**config.mk**
```make
export PLATFORM = sky130hd
export DESIGN_NAME = attack_hold_decay_envelope_core
export DESIGN_NICKNAME = d
export VERILOG_FILES = /design/src/rtl/ahd_pkg.sv /design/src/rtl/ahd_iter_unit.sv /design/src/rtl/attack_hold_decay_envelope_core.sv
export SDC_FILE = /design/constraint.sdc
export NUM_CORES = 1
export LEC_CHECK = 0
export BUFFER_PORTS_ARGS = -buffer_cell sky130_fd_sc_hd__buf_2
export CORE_ASPECT_RATIO = 0.5
export CORE_MARGIN = 2
export CORE_UTILIZATION = 37
export DETAILED_ROUTE_END_ITERATION = 16
export HOLD_SLACK_MARGIN = 0.02
export PLACE_DENSITY_LB_ADDON = 0.25
export SETUP_SLACK_MARGIN = 0.02
export SLEW_MARGIN = 10
export SYNTH_ARGS = -nofsm -noshare
export SYNTH_HDL_FRONTEND = slang
export SYNTH_SLANG_ARGS = --single-unit
```
**constraint.sdc**
```tcl
create_clock -name clk -period 5.1 [get_ports clk]
set_clock_uncertainty 0.2 [all_clocks]
set_input_delay 0.51 -clock clk [delete_from_list [all_inputs] [get_ports clk]]
set_output_delay 0.51 -clock clk [all_outputs]
set_load 0.005 [all_outputs]
```
**src/rtl/ahd_pkg.sv**
```systemverilog
`timescale 1ns / 1ps
// ahd_pkg: shared types and constants of the attack/hold/decay envelope core
// used by ahd_iter_unit and attack_hold_decay_envelope_core; no dependencies

package ahd_pkg;

	// configuration port
	localparam int CFG_IDX_W  = 3;
	localparam int CFG_DATA_W = 16;

	localparam logic [CFG_IDX_W-1:0] REG_HOLD_MODE     = 3'd0;
	localparam logic [CFG_IDX_W-1:0] REG_ATTACK_STEP   = 3'd1;
	localparam logic [CFG_IDX_W-1:0] REG_DECAY_STEP    = 3'd2;
	localparam logic [CFG_IDX_W-1:0] REG_TICKS_PER_BAR = 3'd3;
	localparam logic [CFG_IDX_W-1:0] REG_BASE_VALUE    = 3'd4;
	localparam logic [CFG_IDX_W-1:0] REG_CEILING_VALUE = 3'd5;

	// register reset values
	localparam logic [15:0] TICKS_PER_BAR_RST = 16'd384;
	localparam logic [15:0] CEILING_RST       = 16'hFFFF;

	// stage length steps
	localparam int STEP_W       = 4;
	localparam int MAX_STEP_DEF = 8;

	// input word kinds
	localparam logic OP_TICK = 1'b0;
	localparam logic OP_FIRE = 1'b1;

	// level is unsigned q16, full scale is 1.0
	localparam int          LEVEL_W    = 17;
	localparam logic [16:0] FULL_SCALE = 17'h10000;

	typedef enum logic [1:0] {
		PH_IDLE   = 2'd0,
		PH_ATTACK = 2'd1,
		PH_HOLD   = 2'd2,
		PH_DECAY  = 2'd3
	} phase_t;

	// increment = (2^20 >> step) / ticks_per_bar
	localparam int          DIV_NUM_W = 21;
	localparam logic [20:0] DIV_NUM   = 21'h100000;

	// iteration counts of the shared unit
	localparam int         CNT_W     = 5;
	localparam logic [4:0] DIV_STEPS = 5'd21;
	localparam logic [4:0] MUL_STEPS = 5'd17;

	// command to the shared unit
	typedef struct packed {
		logic                 start;
		logic                 op_mul;
		logic [DIV_NUM_W-1:0] a;
		logic [15:0]          b;
	} unit_cmd_t;

	// status of the shared unit
	typedef struct packed {
		logic                 busy;
		logic                 done;
		logic [DIV_NUM_W-1:0] quo;
		logic [15:0]          prod;
	} unit_sts_t;

endpackage

```
**src/rtl/ahd_iter_unit.sv**
```systemverilog
`timescale 1ns / 1ps
// ahd_iter_unit: one shared adder stepped as a restoring divider or a shift-add multiplier
// depends on ahd_pkg

module ahd_iter_unit (
	input  logic              clk,
	input  logic              arst_n,
	input  ahd_pkg::unit_cmd_t cmd,
	output ahd_pkg::unit_sts_t sts
);

	logic                      busy_q;
	logic                      done_q;
	logic                      mul_q;
	logic [ahd_pkg::CNT_W-1:0] cnt_q;
	logic [16:0]               hi_q;
	logic [ahd_pkg::DIV_NUM_W-1:0] lo_q;
	logic [15:0]               opb_q;

	logic [16:0] shifted;
	logic [17:0] add_a;
	logic [17:0] add_b;
	logic        add_cin;
	logic [17:0] add_sum;
	logic        load;

	assign load = cmd.start && !busy_q;

	// shared adder: add multiplicand or subtract divisor
	always_comb begin
		shifted = {hi_q[15:0], lo_q[ahd_pkg::DIV_NUM_W-1]};
		if (mul_q) begin
			add_a   = {1'b0, hi_q};
			add_b   = lo_q[0] ? {2'b00, opb_q} : 18'd0;
			add_cin = 1'b0;
		end else begin
			add_a   = {1'b0, shifted};
			add_b   = ~{2'b00, opb_q};
			add_cin = 1'b1;
		end
		add_sum = add_a + add_b + {17'd0, add_cin};
	end

	// sequencing control
	always_ff @(posedge clk or negedge arst_n) begin
		if (!arst_n) begin
			busy_q <= 1'b0;
			done_q <= 1'b0;
			mul_q  <= 1'b0;
			cnt_q  <= '0;
		end else if (load) begin
			busy_q <= 1'b1;
			done_q <= 1'b0;
			mul_q  <= cmd.op_mul;
			cnt_q  <= cmd.op_mul ? ahd_pkg::MUL_STEPS : ahd_pkg::DIV_STEPS;
		end else if (busy_q) begin
			cnt_q <= cnt_q - 1'b1;
			if (cnt_q == ahd_pkg::CNT_W'(1)) begin
				busy_q <= 1'b0;
				done_q <= 1'b1;
			end
		end else begin
			done_q <= 1'b0;
		end
	end

	// operand and partial result registers
	always_ff @(posedge clk) begin
		if (load) begin
			hi_q  <= '0;
			lo_q  <= cmd.op_mul ? {4'd0, cmd.a[16:0]} : cmd.a;
			opb_q <= cmd.b;
		end else if (busy_q) begin
			if (mul_q) begin
				hi_q <= add_sum[17:1];
				lo_q <= {4'd0, add_sum[0], lo_q[16:1]};
			end else if (!add_sum[17]) begin
				hi_q <= add_sum[16:0];
				lo_q <= {lo_q[ahd_pkg::DIV_NUM_W-2:0], 1'b1};
			end else begin
				hi_q <= shifted;
				lo_q <= {lo_q[ahd_pkg::DIV_NUM_W-2:0], 1'b0};
			end
		end
	end

	// quotient, or product bits 31:16
	assign sts.busy = busy_q;
	assign sts.done = done_q;
	assign sts.quo  = lo_q;
	assign sts.prod = {hi_q[14:0], lo_q[16]};

endmodule

```
**src/rtl/attack_hold_decay_envelope_core.sv**
```systemverilog
`timescale 1ns / 1ps
// attack_hold_decay_envelope_core: tempo-synced attack/hold/decay envelope, top level
// depends on ahd_pkg and ahd_iter_unit
//
//  channel  | direction | handshake          | word
//  s_*      | in        | s_tvalid/s_tready  | tuser opcode, tdata finger_down
//  m_*      | out       | m_tvalid/m_tready  | tdata env_level, env_phase, shaped_value
//  cfg_*    | in        | cfg_we, no wait    | cfg_index selects register, cfg_wdata
//
// one word at a time: a tick in attack or decay runs a 21-step division for the
// increment and then a 17-step multiply for the shaped value, both on the shared
// adder; a fire, a frozen tick or a tick in idle or hold runs only the multiply.
// s_tready is high only in idle; the result waits in an output register, so the
// next word is taken while m_tvalid is still pending. asynchronous reset clears
// state, level and registers to their reset values.

module attack_hold_decay_envelope_core #(
	parameter int MAX_STEP = ahd_pkg::MAX_STEP_DEF
) (
	input  logic                           clk,
	input  logic                           arst_n,
	// input words
	input  logic                           s_tvalid,
	output logic                           s_tready,
	input  logic [7:0]                     s_tdata,  // [0] finger_down, [7:1] zero
	input  logic                           s_tuser,  // [0] opcode
	// result words
	output logic                           m_tvalid,
	input  logic                           m_tready,
	output logic [39:0]                    m_tdata,  // [16:0] env_level, [18:17] env_phase,
	                                                 // [34:19] shaped_value, [39:35] zero
	// configuration writes
	input  logic                           cfg_we,
	input  logic [ahd_pkg::CFG_IDX_W-1:0]  cfg_index,
	input  logic [ahd_pkg::CFG_DATA_W-1:0] cfg_wdata
);

	typedef enum logic [4:0] {
		ST_IDLE = 5'b00001,
		ST_DIV  = 5'b00010,
		ST_UPD  = 5'b00100,
		ST_MUL  = 5'b01000,
		ST_OUT  = 5'b10000
	} state_t;

	localparam logic [ahd_pkg::STEP_W-1:0] STEP_MAX = ahd_pkg::STEP_W'(MAX_STEP);

	state_t state_q;

	// configuration registers
	logic                       hold_mode_q;
	logic [ahd_pkg::STEP_W-1:0] attack_step_q;
	logic [ahd_pkg::STEP_W-1:0] decay_step_q;
	logic [15:0]                ticks_per_bar_q;
	logic [15:0]                base_value_q;
	logic [15:0]                ceiling_value_q;

	// envelope state
	logic [ahd_pkg::LEVEL_W-1:0] level_q;
	ahd_pkg::phase_t             phase_q;
	logic                        finger_q;

	// shared unit command
	logic                          unit_start_q;
	logic                          unit_mul_q;
	logic [ahd_pkg::DIV_NUM_W-1:0] unit_a_q;
	logic [15:0]                   unit_b_q;
	ahd_pkg::unit_cmd_t            unit_cmd;
	ahd_pkg::unit_sts_t            unit_sts;

	// output register
	logic                        m_tvalid_q;
	logic [ahd_pkg::LEVEL_W-1:0] out_level_q;
	logic [1:0]                  out_phase_q;
	logic [15:0]                 out_shaped_q;

	logic                          accept;
	logic                          in_fire;
	logic                          in_finger;
	ahd_pkg::phase_t               ph_mid;
	logic [ahd_pkg::STEP_W-1:0]    step_sel;
	logic [ahd_pkg::STEP_W-1:0]    step_clamped;
	logic [ahd_pkg::DIV_NUM_W-1:0] div_num;
	logic [ahd_pkg::LEVEL_W-1:0]   inc;
	logic [17:0]                   att_sum;
	logic [ahd_pkg::LEVEL_W-1:0]   upd_level;
	ahd_pkg::phase_t               upd_phase;
	logic [15:0]                   span;
	logic [15:0]                   shaped;
	logic                          out_load;

	assign s_tready  = (state_q == ST_IDLE);
	assign accept    = s_tvalid && s_tready;
	assign in_fire   = (s_tuser == ahd_pkg::OP_FIRE);
	assign in_finger = s_tdata[0];

	// finger lift in hold mode cuts attack or hold into decay
	always_comb begin
		ph_mid = phase_q;
		if (hold_mode_q && !in_finger &&
		    (phase_q == ahd_pkg::PH_ATTACK || phase_q == ahd_pkg::PH_HOLD)) begin
			ph_mid = ahd_pkg::PH_DECAY;
		end
	end

	// division numerator from the clamped stage step
	always_comb begin
		step_sel     = (ph_mid == ahd_pkg::PH_ATTACK) ? attack_step_q : decay_step_q;
		step_clamped = (step_sel > STEP_MAX) ? STEP_MAX : step_sel;
		div_num      = ahd_pkg::DIV_NUM >> step_clamped;
	end

	// increment: full scale for very short stages, at least one
	always_comb begin
		if (|unit_sts.quo[ahd_pkg::DIV_NUM_W-1:16]) begin
			inc = ahd_pkg::FULL_SCALE;
		end else if (unit_sts.quo == '0) begin
			inc = ahd_pkg::LEVEL_W'(1);
		end else begin
			inc = unit_sts.quo[ahd_pkg::LEVEL_W-1:0];
		end
	end

	// attack and decay level update
	always_comb begin
		att_sum   = {1'b0, level_q} + {1'b0, inc};
		upd_level = level_q;
		upd_phase = phase_q;
		if (phase_q == ahd_pkg::PH_ATTACK) begin
			if (att_sum >= {1'b0, ahd_pkg::FULL_SCALE}) begin
				upd_level = ahd_pkg::FULL_SCALE;
				upd_phase = (hold_mode_q && finger_q) ? ahd_pkg::PH_HOLD : ahd_pkg::PH_DECAY;
			end else begin
				upd_level = att_sum[ahd_pkg::LEVEL_W-1:0];
			end
		end else if (inc >= level_q) begin
			upd_level = '0;
			upd_phase = ahd_pkg::PH_IDLE;
		end else begin
			upd_level = level_q - inc;
		end
	end

	// shaped value from the product
	assign span     = ceiling_value_q - base_value_q;
	assign shaped   = (ceiling_value_q <= base_value_q) ? base_value_q
	                                                   : base_value_q + unit_sts.prod;
	assign out_load = (state_q == ST_OUT) && (!m_tvalid_q || m_tready);

	// sequencer and envelope state
	always_ff @(posedge clk or negedge arst_n) begin
		if (!arst_n) begin
			state_q      <= ST_IDLE;
			level_q      <= '0;
			phase_q      <= ahd_pkg::PH_IDLE;
			unit_start_q <= 1'b0;
		end else begin
			unit_start_q <= 1'b0;
			case (state_q)
				ST_IDLE: begin
					if (accept) begin
						unit_start_q <= 1'b1;
						if (in_fire) begin
							phase_q <= ahd_pkg::PH_ATTACK;
							state_q <= ST_MUL;
						end else if (ticks_per_bar_q == '0) begin
							state_q <= ST_MUL;
						end else begin
							phase_q <= ph_mid;
							case (ph_mid)
								ahd_pkg::PH_ATTACK, ahd_pkg::PH_DECAY: begin
									state_q <= ST_DIV;
								end
								ahd_pkg::PH_HOLD: begin
									level_q <= ahd_pkg::FULL_SCALE;
									state_q <= ST_MUL;
								end
								default: begin
									level_q <= '0;
									state_q <= ST_MUL;
								end
							endcase
						end
					end
				end
				ST_DIV: begin
					if (unit_sts.done) begin
						state_q <= ST_UPD;
					end
				end
				ST_UPD: begin
					level_q      <= upd_level;
					phase_q      <= upd_phase;
					unit_start_q <= 1'b1;
					state_q      <= ST_MUL;
				end
				ST_MUL: begin
					if (unit_sts.done) begin
						state_q <= ST_OUT;
					end
				end
				ST_OUT: begin
					if (out_load) begin
						state_q <= ST_IDLE;
					end
				end
				default: begin
					state_q <= ST_IDLE;
				end
			endcase
		end
	end

	// unit operands, loaded with the start pulse
	always_ff @(posedge clk) begin
		if (accept) begin
			finger_q <= in_finger;
			if (!in_fire && ticks_per_bar_q != '0 &&
			    (ph_mid == ahd_pkg::PH_ATTACK || ph_mid == ahd_pkg::PH_DECAY)) begin
				unit_mul_q <= 1'b0;
				unit_a_q   <= div_num;
				unit_b_q   <= ticks_per_bar_q;
			end else begin
				unit_mul_q <= 1'b1;
				unit_b_q   <= span;
				if (in_fire || ticks_per_bar_q == '0) begin
					unit_a_q <= {4'd0, level_q};
				end else if (ph_mid == ahd_pkg::PH_HOLD) begin
					unit_a_q <= {4'd0, ahd_pkg::FULL_SCALE};
				end else begin
					unit_a_q <= '0;
				end
			end
		end else if (state_q == ST_UPD) begin
			unit_mul_q <= 1'b1;
			unit_a_q   <= {4'd0, upd_level};
			unit_b_q   <= span;
		end
	end

	assign unit_cmd.start  = unit_start_q;
	assign unit_cmd.op_mul = unit_mul_q;
	assign unit_cmd.a      = unit_a_q;
	assign unit_cmd.b      = unit_b_q;

	ahd_iter_unit u_iter (
		.clk    (clk),
		.arst_n (arst_n),
		.cmd    (unit_cmd),
		.sts    (unit_sts)
	);

	// configuration writes
	always_ff @(posedge clk or negedge arst_n) begin
		if (!arst_n) begin
			hold_mode_q     <= 1'b0;
			attack_step_q   <= '0;
			decay_step_q    <= '0;
			ticks_per_bar_q <= ahd_pkg::TICKS_PER_BAR_RST;
			base_value_q    <= '0;
			ceiling_value_q <= ahd_pkg::CEILING_RST;
		end else if (cfg_we) begin
			case (cfg_index)
				ahd_pkg::REG_HOLD_MODE:     hold_mode_q     <= cfg_wdata[0];
				ahd_pkg::REG_ATTACK_STEP:   attack_step_q   <= cfg_wdata[ahd_pkg::STEP_W-1:0];
				ahd_pkg::REG_DECAY_STEP:    decay_step_q    <= cfg_wdata[ahd_pkg::STEP_W-1:0];
				ahd_pkg::REG_TICKS_PER_BAR: ticks_per_bar_q <= cfg_wdata;
				ahd_pkg::REG_BASE_VALUE:    base_value_q    <= cfg_wdata;
				ahd_pkg::REG_CEILING_VALUE: ceiling_value_q <= cfg_wdata;
				default: begin
				end
			endcase
		end
	end

	// output word valid
	always_ff @(posedge clk or negedge arst_n) begin
		if (!arst_n) begin
			m_tvalid_q <= 1'b0;
		end else if (out_load) begin
			m_tvalid_q <= 1'b1;
		end else if (m_tready) begin
			m_tvalid_q <= 1'b0;
		end
	end

	// output word payload
	always_ff @(posedge clk) begin
		if (out_load) begin
			out_level_q  <= level_q;
			out_phase_q  <= phase_q;
			out_shaped_q <= shaped;
		end
	end

	assign m_tvalid = m_tvalid_q;
	assign m_tdata  = {5'd0, out_shaped_q, out_phase_q, out_level_q};

	// checks
	a_idle_unit_free: assert property (@(posedge clk) disable iff (!arst_n)
		state_q == ST_IDLE |-> !unit_sts.busy)
		else $error("shared unit busy while sequencer idle");

	a_level_bound: assert property (@(posedge clk) disable iff (!arst_n)
		level_q <= ahd_pkg::FULL_SCALE)
		else $error("envelope level above full scale");

	a_idle_level_zero: assert property (@(posedge clk) disable iff (!arst_n)
		phase_q == ahd_pkg::PH_IDLE |-> level_q == '0)
		else $error("idle phase with nonzero level");

	a_out_from_seq: assert property (@(posedge clk) disable iff (!arst_n)
		$rose(m_tvalid_q) |-> $past(state_q == ST_OUT))
		else $error("result word raised outside output state");

endmodule
```
==> results of run 1 <==
## sequential cells by signal, summed over array words and instances (netlist names), 2 cells and up
name	cells
u_iter.lo_q	21
unit_a_q	21
level_q	17
out_level_q	17
u_iter.hi_q	17
base_value_q	16
ceiling_value_q	16
out_shaped_q	16
ticks_per_bar_q	16
u_iter.opb_q	16
unit_b_q	16
state_q	5
u_iter.cnt_q	5
attack_step_q	4
decay_step_q	4
out_phase_q	2
phase_q	2
## Yosys cell counts (14+ instances only)
| library cell | number | area (um2) |
|---|---|---|
| nand2b_1 | 17 | 106 |
| nor3_1 | 25 | 125 |
| nor2_1 | 80 | 300 |
| inv_1 | 84 | 315 |
| nand2_1 | 157 | 589 |
| nand3_1 | 24 | 120 |
| o221ai_1 | 21 | 184 |
| xnor2_1 | 19 | 166 |
| a221o_1 | 18 | 180 |
| ha_1 | 85 | 1060 |
| dfrtp_1 | 72 | 1800 |
| xor2_1 | 25 | 219 |
| dfstp_2 | 19 | 499 |
| mux2i_1 | 30 | 300 |
| a21o_1 | 18 | 135 |
| dfxtp_1 | 17 | 340 |
| clkbuf_1 | 46 | 173 |
| a22o_1 | 27 | 236 |
| edfxtp_1 | 111 | 3330 |
| mux2_2 | 57 | 642 |
| a211oi_1 | 14 | 105 |
| o21ai_0 | 140 | 701 |
| a21oi_1 | 64 | 320 |
| o31ai_1 | 14 | 105 |
## stage by stage
step	setup slack (ps)	instances	hold slack [ps]	total power [W]	area [um2]
3_3_place_gp	250	1907	207	0.00910	14600
2_1_floorplan	669	1387	14.4	0.00762	13700
5_1_grt	87.6	1964	58.5	0.0120	15600
6_report	325	1964	58.1	0.0111	15600
4_1_cts	113	1964	22.3	0.0111	15600
3_5_place_dp	133	1907	208	0.00924	14600
## power groups by stage
stage	logic (W)	clock network [W]	registers (W)
6_report	0.00620	0.00181	0.00312
5_1_grt	0.00687	0.00192	0.00319
4_1_cts	0.00614	0.00186	0.00312
3_5_place_dp	0.00609	0	0.00315
3_3_place_gp	0.00597	0	0.00314
2_1_floorplan	0.00467	0	0.00295
## logic make-up (layout without fill, tap and decap cells)
group | after synthesis | count (layout) | synth area share, %
AO/OA/AOI/OAI | 407 | 407 | 20.0
XOR/XNOR | 44 | 44 | 2.82
adder cells (fa/ha/maj) | 91 | 91 | 8.65
buffers and inverters | 143 | 236 | 4.27
flip-flops | 219 | 219 | 43.7
multiplexers | 87 | 87 | 6.89
other | 1 | 5 | 0.0274
AND/OR/NAND/NOR | 391 | 391 | 13.7
## layout make-up
type	count	area (um2)
flip-flops and latches	219	5980
well taps	484	606
clock inverters	11	85.1
repair buffers	109	713
inverters	84	315
fillers	3484	20600
clock buffers	32	729
multi-input cells	1025	7180
## worst min-delay path, cell delays in order
cell     delay, ps
buf_2          110
nand2_1         50
o21ai_0         80
## path summary, 6_finish.rpt
check                                                  end  slack [ps]  cells past startpoint
setup / recovery                     unit_a_q[9]$_DFFE_PP_         330                     17
hold / removal                 base_value_q[7]$_DFFE_PN0P_          60                      3
setup reg to reg                     unit_a_q[9]$_DFFE_PP_         330                     17
hold reg to reg                  u_iter.opb_q[0]$_DFFE_PP_         220                      0
max in group asynchronous  ceiling_value_q[13]$_DFFE_PN1P_        3250                      3
min in group asynchronous          level_q[11]$_DFFE_PN0P_         380                      2
## cells in the final DEF (no fill, tap or decap), types with 17 or more instances in the layout
master       n
nand2_1    157
o21ai_0    139
edfxtp_1   111
ha_1        85
inv_1       84
nor2_1      79
dfrtp_1     71
a21oi_1     63
buf_2       61
mux2_2      57
buf_4       33
mux2i_1     30
clkbuf_16   28
a22o_1      27
xor2_1      25
nand3_1     24
nor3_1      23
o221ai_1    21
xnor2_1     19
dfstp_2     19
a21o_1      18
a221o_1     18
nand2b_1    17
dfxtp_1     17
## what timing repair did
item                                    in CTS  in global routing
hold endpoints to repair                    65                  0
resized for setup                            0                  2
endpoints found under the setup margin       0                 23
hold buffers                                14                  0
## per-layer routing
layer  GRT usage, %  up-vias
met3           2.57       45
met4           4.44        0
li1               -     5287
met1           26.6     5466
met5              0        -
met2           31.4      272
==> results.yml, run 1 <==
power_and_ir_drop:
  seqPwrFrac_pct: 28.0
  combPwrFrac_pct: 55.7
  pwr-share-clk_pct: 16.3
  power.leakage_nw: 6.34
  ir_drop_mv: 0.269
  p_switching_w: 0.00484
  power_switching_share_pct: 43.5
  power.density_nw_per_um2: 713
  p_int_w: 0.00629
global_route:
  antenna_found_initial: 0
  grt_pass1_vias: 10800
  grt_max_degree: 61
  grtUsageTotal_pct: 19.0
  grt_pass1_wl_um: 58600
  grt_overflow_total: 0
floorplanning:
  die_area_um2: 38600
  io_pins: 75
  num_rows: 49
  fp.dieW_um: 276
  core_um2: 36200
  initial_core_util_pct: 37.8
  die_y_um: 140
run_status:
  status: "finished with violations"
  violations: "DRC"
routing:
  wl_met3_um: 1660
  wl_per_cell_um: 18.9
  vias_per_cell: 5.64
  wl_met2_um: 17200
  drcViolationCount: 3
  drt_iter0_markers: 876
  firstDrtPassIters: 11
  wl_met1_um: 17500
  highest_layer: "met4"
  postRouteAntennaNets: 0
  wirelength_um: 37000
  num_vias: 11100
setup_path:
  crit_required_ps: 5310
  critical-path-top-delay-family: "simple AND/OR/NAND/NOR gates"
  worstPathCellList: "nor4_1, nand4_1, nor2_1, nor2_1, buf_4, nand2_1, ha_1, or3_4, nor4b_4, o211ai_2, a2111oi_2, a32o_2, nand3_2, nor2_2, buf_4, a221o_1, a22o_1"
  worstPathArrival_ps: 4980
  r2r-start: "u_iter.lo_q[4]$_DFFE_PP_"
  setup.worst_path.end_class: "register"
  cp_slowest_cell: "edfxtp_1"
  cp_max_fo: 15
  crit_start: "u_iter.lo_q[4]$_DFFE_PP_"
  start_kind: "register"
  cp_num_buf_inv: 2
  path_class: "register to register"
  cp_slowest_stage_delay_ps: 440
synthesis:
  async_reset_ff_share_pct: 41.6
  syn_area_per_cell_um2: 9.89
  synth_ff_type: "edfxtp_1"
  synthCells: 1383
  yosysSeqAreaShare_pct: 43.7
  syn_area_um2: 13700
  yosys_warnings: 0
  synth_edf_count: 111
  synth_cell_type_count: 85
  ys_ff_latch: 219
min_path:
  min_from: "cfg_wdata[7]"
  hold_class: "input port to register"
clocking:
  cts_sinks: 219
  postCtsSetupRepairBufs: 0
  cts_root_buf: "clkbuf_16"
  clk_latency_ps: 540
  cts_buffers: 24
  cts_max_level: 1
  path_clk_slew_ps: 60
  cts_tree: "done"
  clk_path_buf_depth: 3
run:
  drv_cap: 0
timing:
  fmax_mhz: 209
  slew_headroom_pct: 23.6
  rsz0062_at_grt: "no"
  period_minus_slack_ps: 4770
  worstMarginPinSlew_ps: 1140
  slew_violations: 0
  hold_viol: 0
  finalSetupTns_ps: 0
  finalSetupViolCount: 0
  finalCritPeriodShare_pct: 93.6
finish:
  drive_gt1_share_pct: 16.5
  synthToLayoutAreaGrowth_pct: 14.1
  fin_util_pct: 43.1
  fin_nets: 1587
  antennaDiodeCount: 0
placed_design:
  hpwl_um: 26700
  io_buffers: 62
  place_congestion: 0.886
(Power assumes the default switching activity.)
==> run 2: changes to the inputs <==
--- a/config.mk
+++ b/config.mk
@@ -12,8 +12,8 @@
 export DETAILED_ROUTE_END_ITERATION = 16
 export HOLD_SLACK_MARGIN = 0.02
 export PLACE_DENSITY_LB_ADDON = 0.25
+export REMOVE_ABC_BUFFERS = 1
 export SETUP_SLACK_MARGIN = 0.02
-export SLEW_MARGIN = 10
 export SYNTH_ARGS = -nofsm -noshare
 export SYNTH_HDL_FRONTEND = slang
 export SYNTH_SLANG_ARGS = --single-unit
==> constraint.sdc (replaced) <==
create_clock -name clk -period 6.03 [get_ports clk]
set_clock_uncertainty 0.2 [all_clocks]
set_input_delay 0.603 -clock clk [delete_from_list [all_inputs] [get_ports clk]]
set_output_delay 0.603 -clock clk [all_outputs]
set_load 0.005 [all_outputs]
==> results.yml, run 2 (synthesized netlist as in run 1, its figures left out) <==
run_status:
  status: "finished with violations"
  violations: "DRC"
floorplanning:
  num_rows: 49
  initial_core_util_pct: 37.8
  die_area_um2: 38600
  core_um2: 36200
  die_y_um: 140
  io_pins: 75
  fp.dieW_um: 276
clocking:
  cts_max_level: 1
  path_clk_slew_ps: 60
  clk_latency_ps: 530
  cts_root_buf: "clkbuf_16"
  cts_tree: "done"
  postCtsSetupRepairBufs: 0
  cts_sinks: 219
  clk_path_buf_depth: 3
  cts_buffers: 23
min_path:
  hold_class: "input port to register"
timing:
  fin_ws_ps: 734
  slew_headroom_pct: 10.8
  hold_viol: 0
  finalCritPeriodShare_pct: 87.8
  finalSetupTns_ps: 0
  slew_violations: 0
  period_minus_slack_ps: 5300
  rsz0062_at_grt: "no"
  finalSetupViolCount: 0
  fmax_mhz: 189
  worstMarginPinSlew_ps: 1330
power_and_ir_drop:
  power_switching_share_pct: 44.3
  ir_drop_mv: 0.222
  p_switching_w: 0.00405
  pwr-share-clk_pct: 14.9
  power.density_nw_per_um2: 600
  seqPwrFrac_pct: 29.4
  power.leakage_nw: 6.13
  p_int_w: 0.00509
  combPwrFrac_pct: 55.7
setup_path:
  cp_max_fo: 10
  r2r_end: "unit_a_q[5]$_DFFE_PP_"
  crit_start: "u_iter.lo_q[20]$_DFFE_PP_"
  start_kind: "register"
  r2r_slack_ps: 730
  cp-endpoint: "unit_a_q[5]$_DFFE_PP_"
  crit_required_ps: 6180
  worstPathArrival_ps: 5450
  setup.worst_path.end_class: "register"
  path_class: "register to register"
  r2r-start: "u_iter.lo_q[20]$_DFFE_PP_"
  reg2reg_depth: 14
finish:
  final_common_cell: "nand2_1"
  fin_util_pct: 42.1
  reg_top3: "u_iter.lo_q x21, unit_a_q x21"
  synthToLayoutAreaGrowth_pct: 11.2
  drive_gt1_share_pct: 15.0
  antennaDiodeCount: 0
  layout_common_cells: "nand2_1, o21ai_0, edfxtp_1"
  fin_nets: 1558
global_route:
  grt_overflow_total: 0
  grt_pass1_wl_um: 58800
  grt_max_degree: 64
  grt_pass1_vias: 10700
  grtUsageTotal_pct: 19.2
  antenna_found_initial: 0
routing:
  drt_iter0_markers: 817
  postRouteAntennaNets: 0
  drcViolationCount: 5
  vias_per_cell: 5.62
  num_vias: 10900
  wirelength_um: 37100
  firstDrtPassIters: 11
  wl_per_cell_um: 19.2
placed_design:
  dp_slack_ps: 847
  hpwl_um: 26600
  place_congestion: 0.896
  io_buffers: 62
run:
  drv_cap: 0
[run 2: changes by cell type in the layout (fill, tap and decap cells not counted), sizes merged]
cell	change
buf	-15
clkinvlp	+1
clkinv	-1
dlygate4sd3	-13
clkbuf	-2
inv	+1
[run 2: power by group through the flow]
stage / clock (W) / sequential [W] / combinational (W)
after floorplan: 0 / 0.00255 / 0.00382
after global placement: 0 / 0.00270 / 0.00494
after detailed placement: 0 / 0.00271 / 0.00503
after CTS: 0.00140 / 0.00269 / 0.00507
after global routing: 0.00146 / 0.00275 / 0.00564
final: 0.00136 / 0.00268 / 0.00509
[run 2: cell type report]
cell class / instances / area (um2)
tap: 484 / 606
multi-input combinational: 1025 / 7170
sequential: 219 / 5980
timing repair buffer: 81 / 458
fill: 3536 / 21000
clock buffer: 30 / 602
inverter: 84 / 315
clock inverter: 12 / 88.8
[run 2: metal layers]
| metal | vias up | wire length (um) | GRT usage, % |
|---|---|---|---|
| met5 | - | 0 | 0 |
| met4 | 0 | 737 | 4.41 |
| met3 | 55 | 1610 | 2.61 |
| met2 | 244 | 17700 | 32.9 |
| met1 | 5352 | 17100 | 25.9 |
| li1 | 5220 | - | - |
[run 2: per-stage QoR]
stage,total power [W],area (um2),cells,hold slack [ps]
floorplan,0.00637,13400,1328,107
global placement,0.00764,14500,1892,207
detailed placement,0.00774,14500,1892,206
CTS,0.00916,15200,1935,44.8
global route,0.00986,15200,1935,48.7
finish,0.00914,15200,1935,69.2
[run 2: critical path, cell delays in order (launching register included)]
cell,delay (ps)
edfxtp_1,410
nor3_1,200
nand2_1,170
nor2_1,550
nand2_1,280
fa_1,530
or2_2,320
a221oi_1,460
o211ai_2,200
a2111oi_2,380
a32o_2,260
nand3_2,180
nor2_2,550
a221oi_1,190
o21ai_1,230
[run 2: worst min-delay path by stage]
stage / from / endpoint / slack (ps) / cells past startpoint
2_1_floorplan: arst_n / attack_step_q[0]$_DFFE_PN0P_ / 110 / 0
3_3_place_gp: unit_b_q[12]$_DFFE_PP_ / u_iter.opb_q[12]$_DFFE_PP_ / 210 / 0
3_5_place_dp: unit_b_q[12]$_DFFE_PP_ / u_iter.opb_q[12]$_DFFE_PP_ / 210 / 0
4_1_cts: s_tdata[0] / finger_q$_DFFE_PP_ / 40 / 1
5_1_grt: s_tdata[0] / finger_q$_DFFE_PP_ / 50 / 1
6_report: s_tvalid / state_q[0]$_DFFE_PN1P_ / 70 / 2
[run 2: timing repair]
action / in CTS / in global routing
endpoints found under the hold margin: 28 / 0
resized for setup: 0 / 0
endpoints found under the setup margin: 0 / 0
hold buffers: 1 / 0
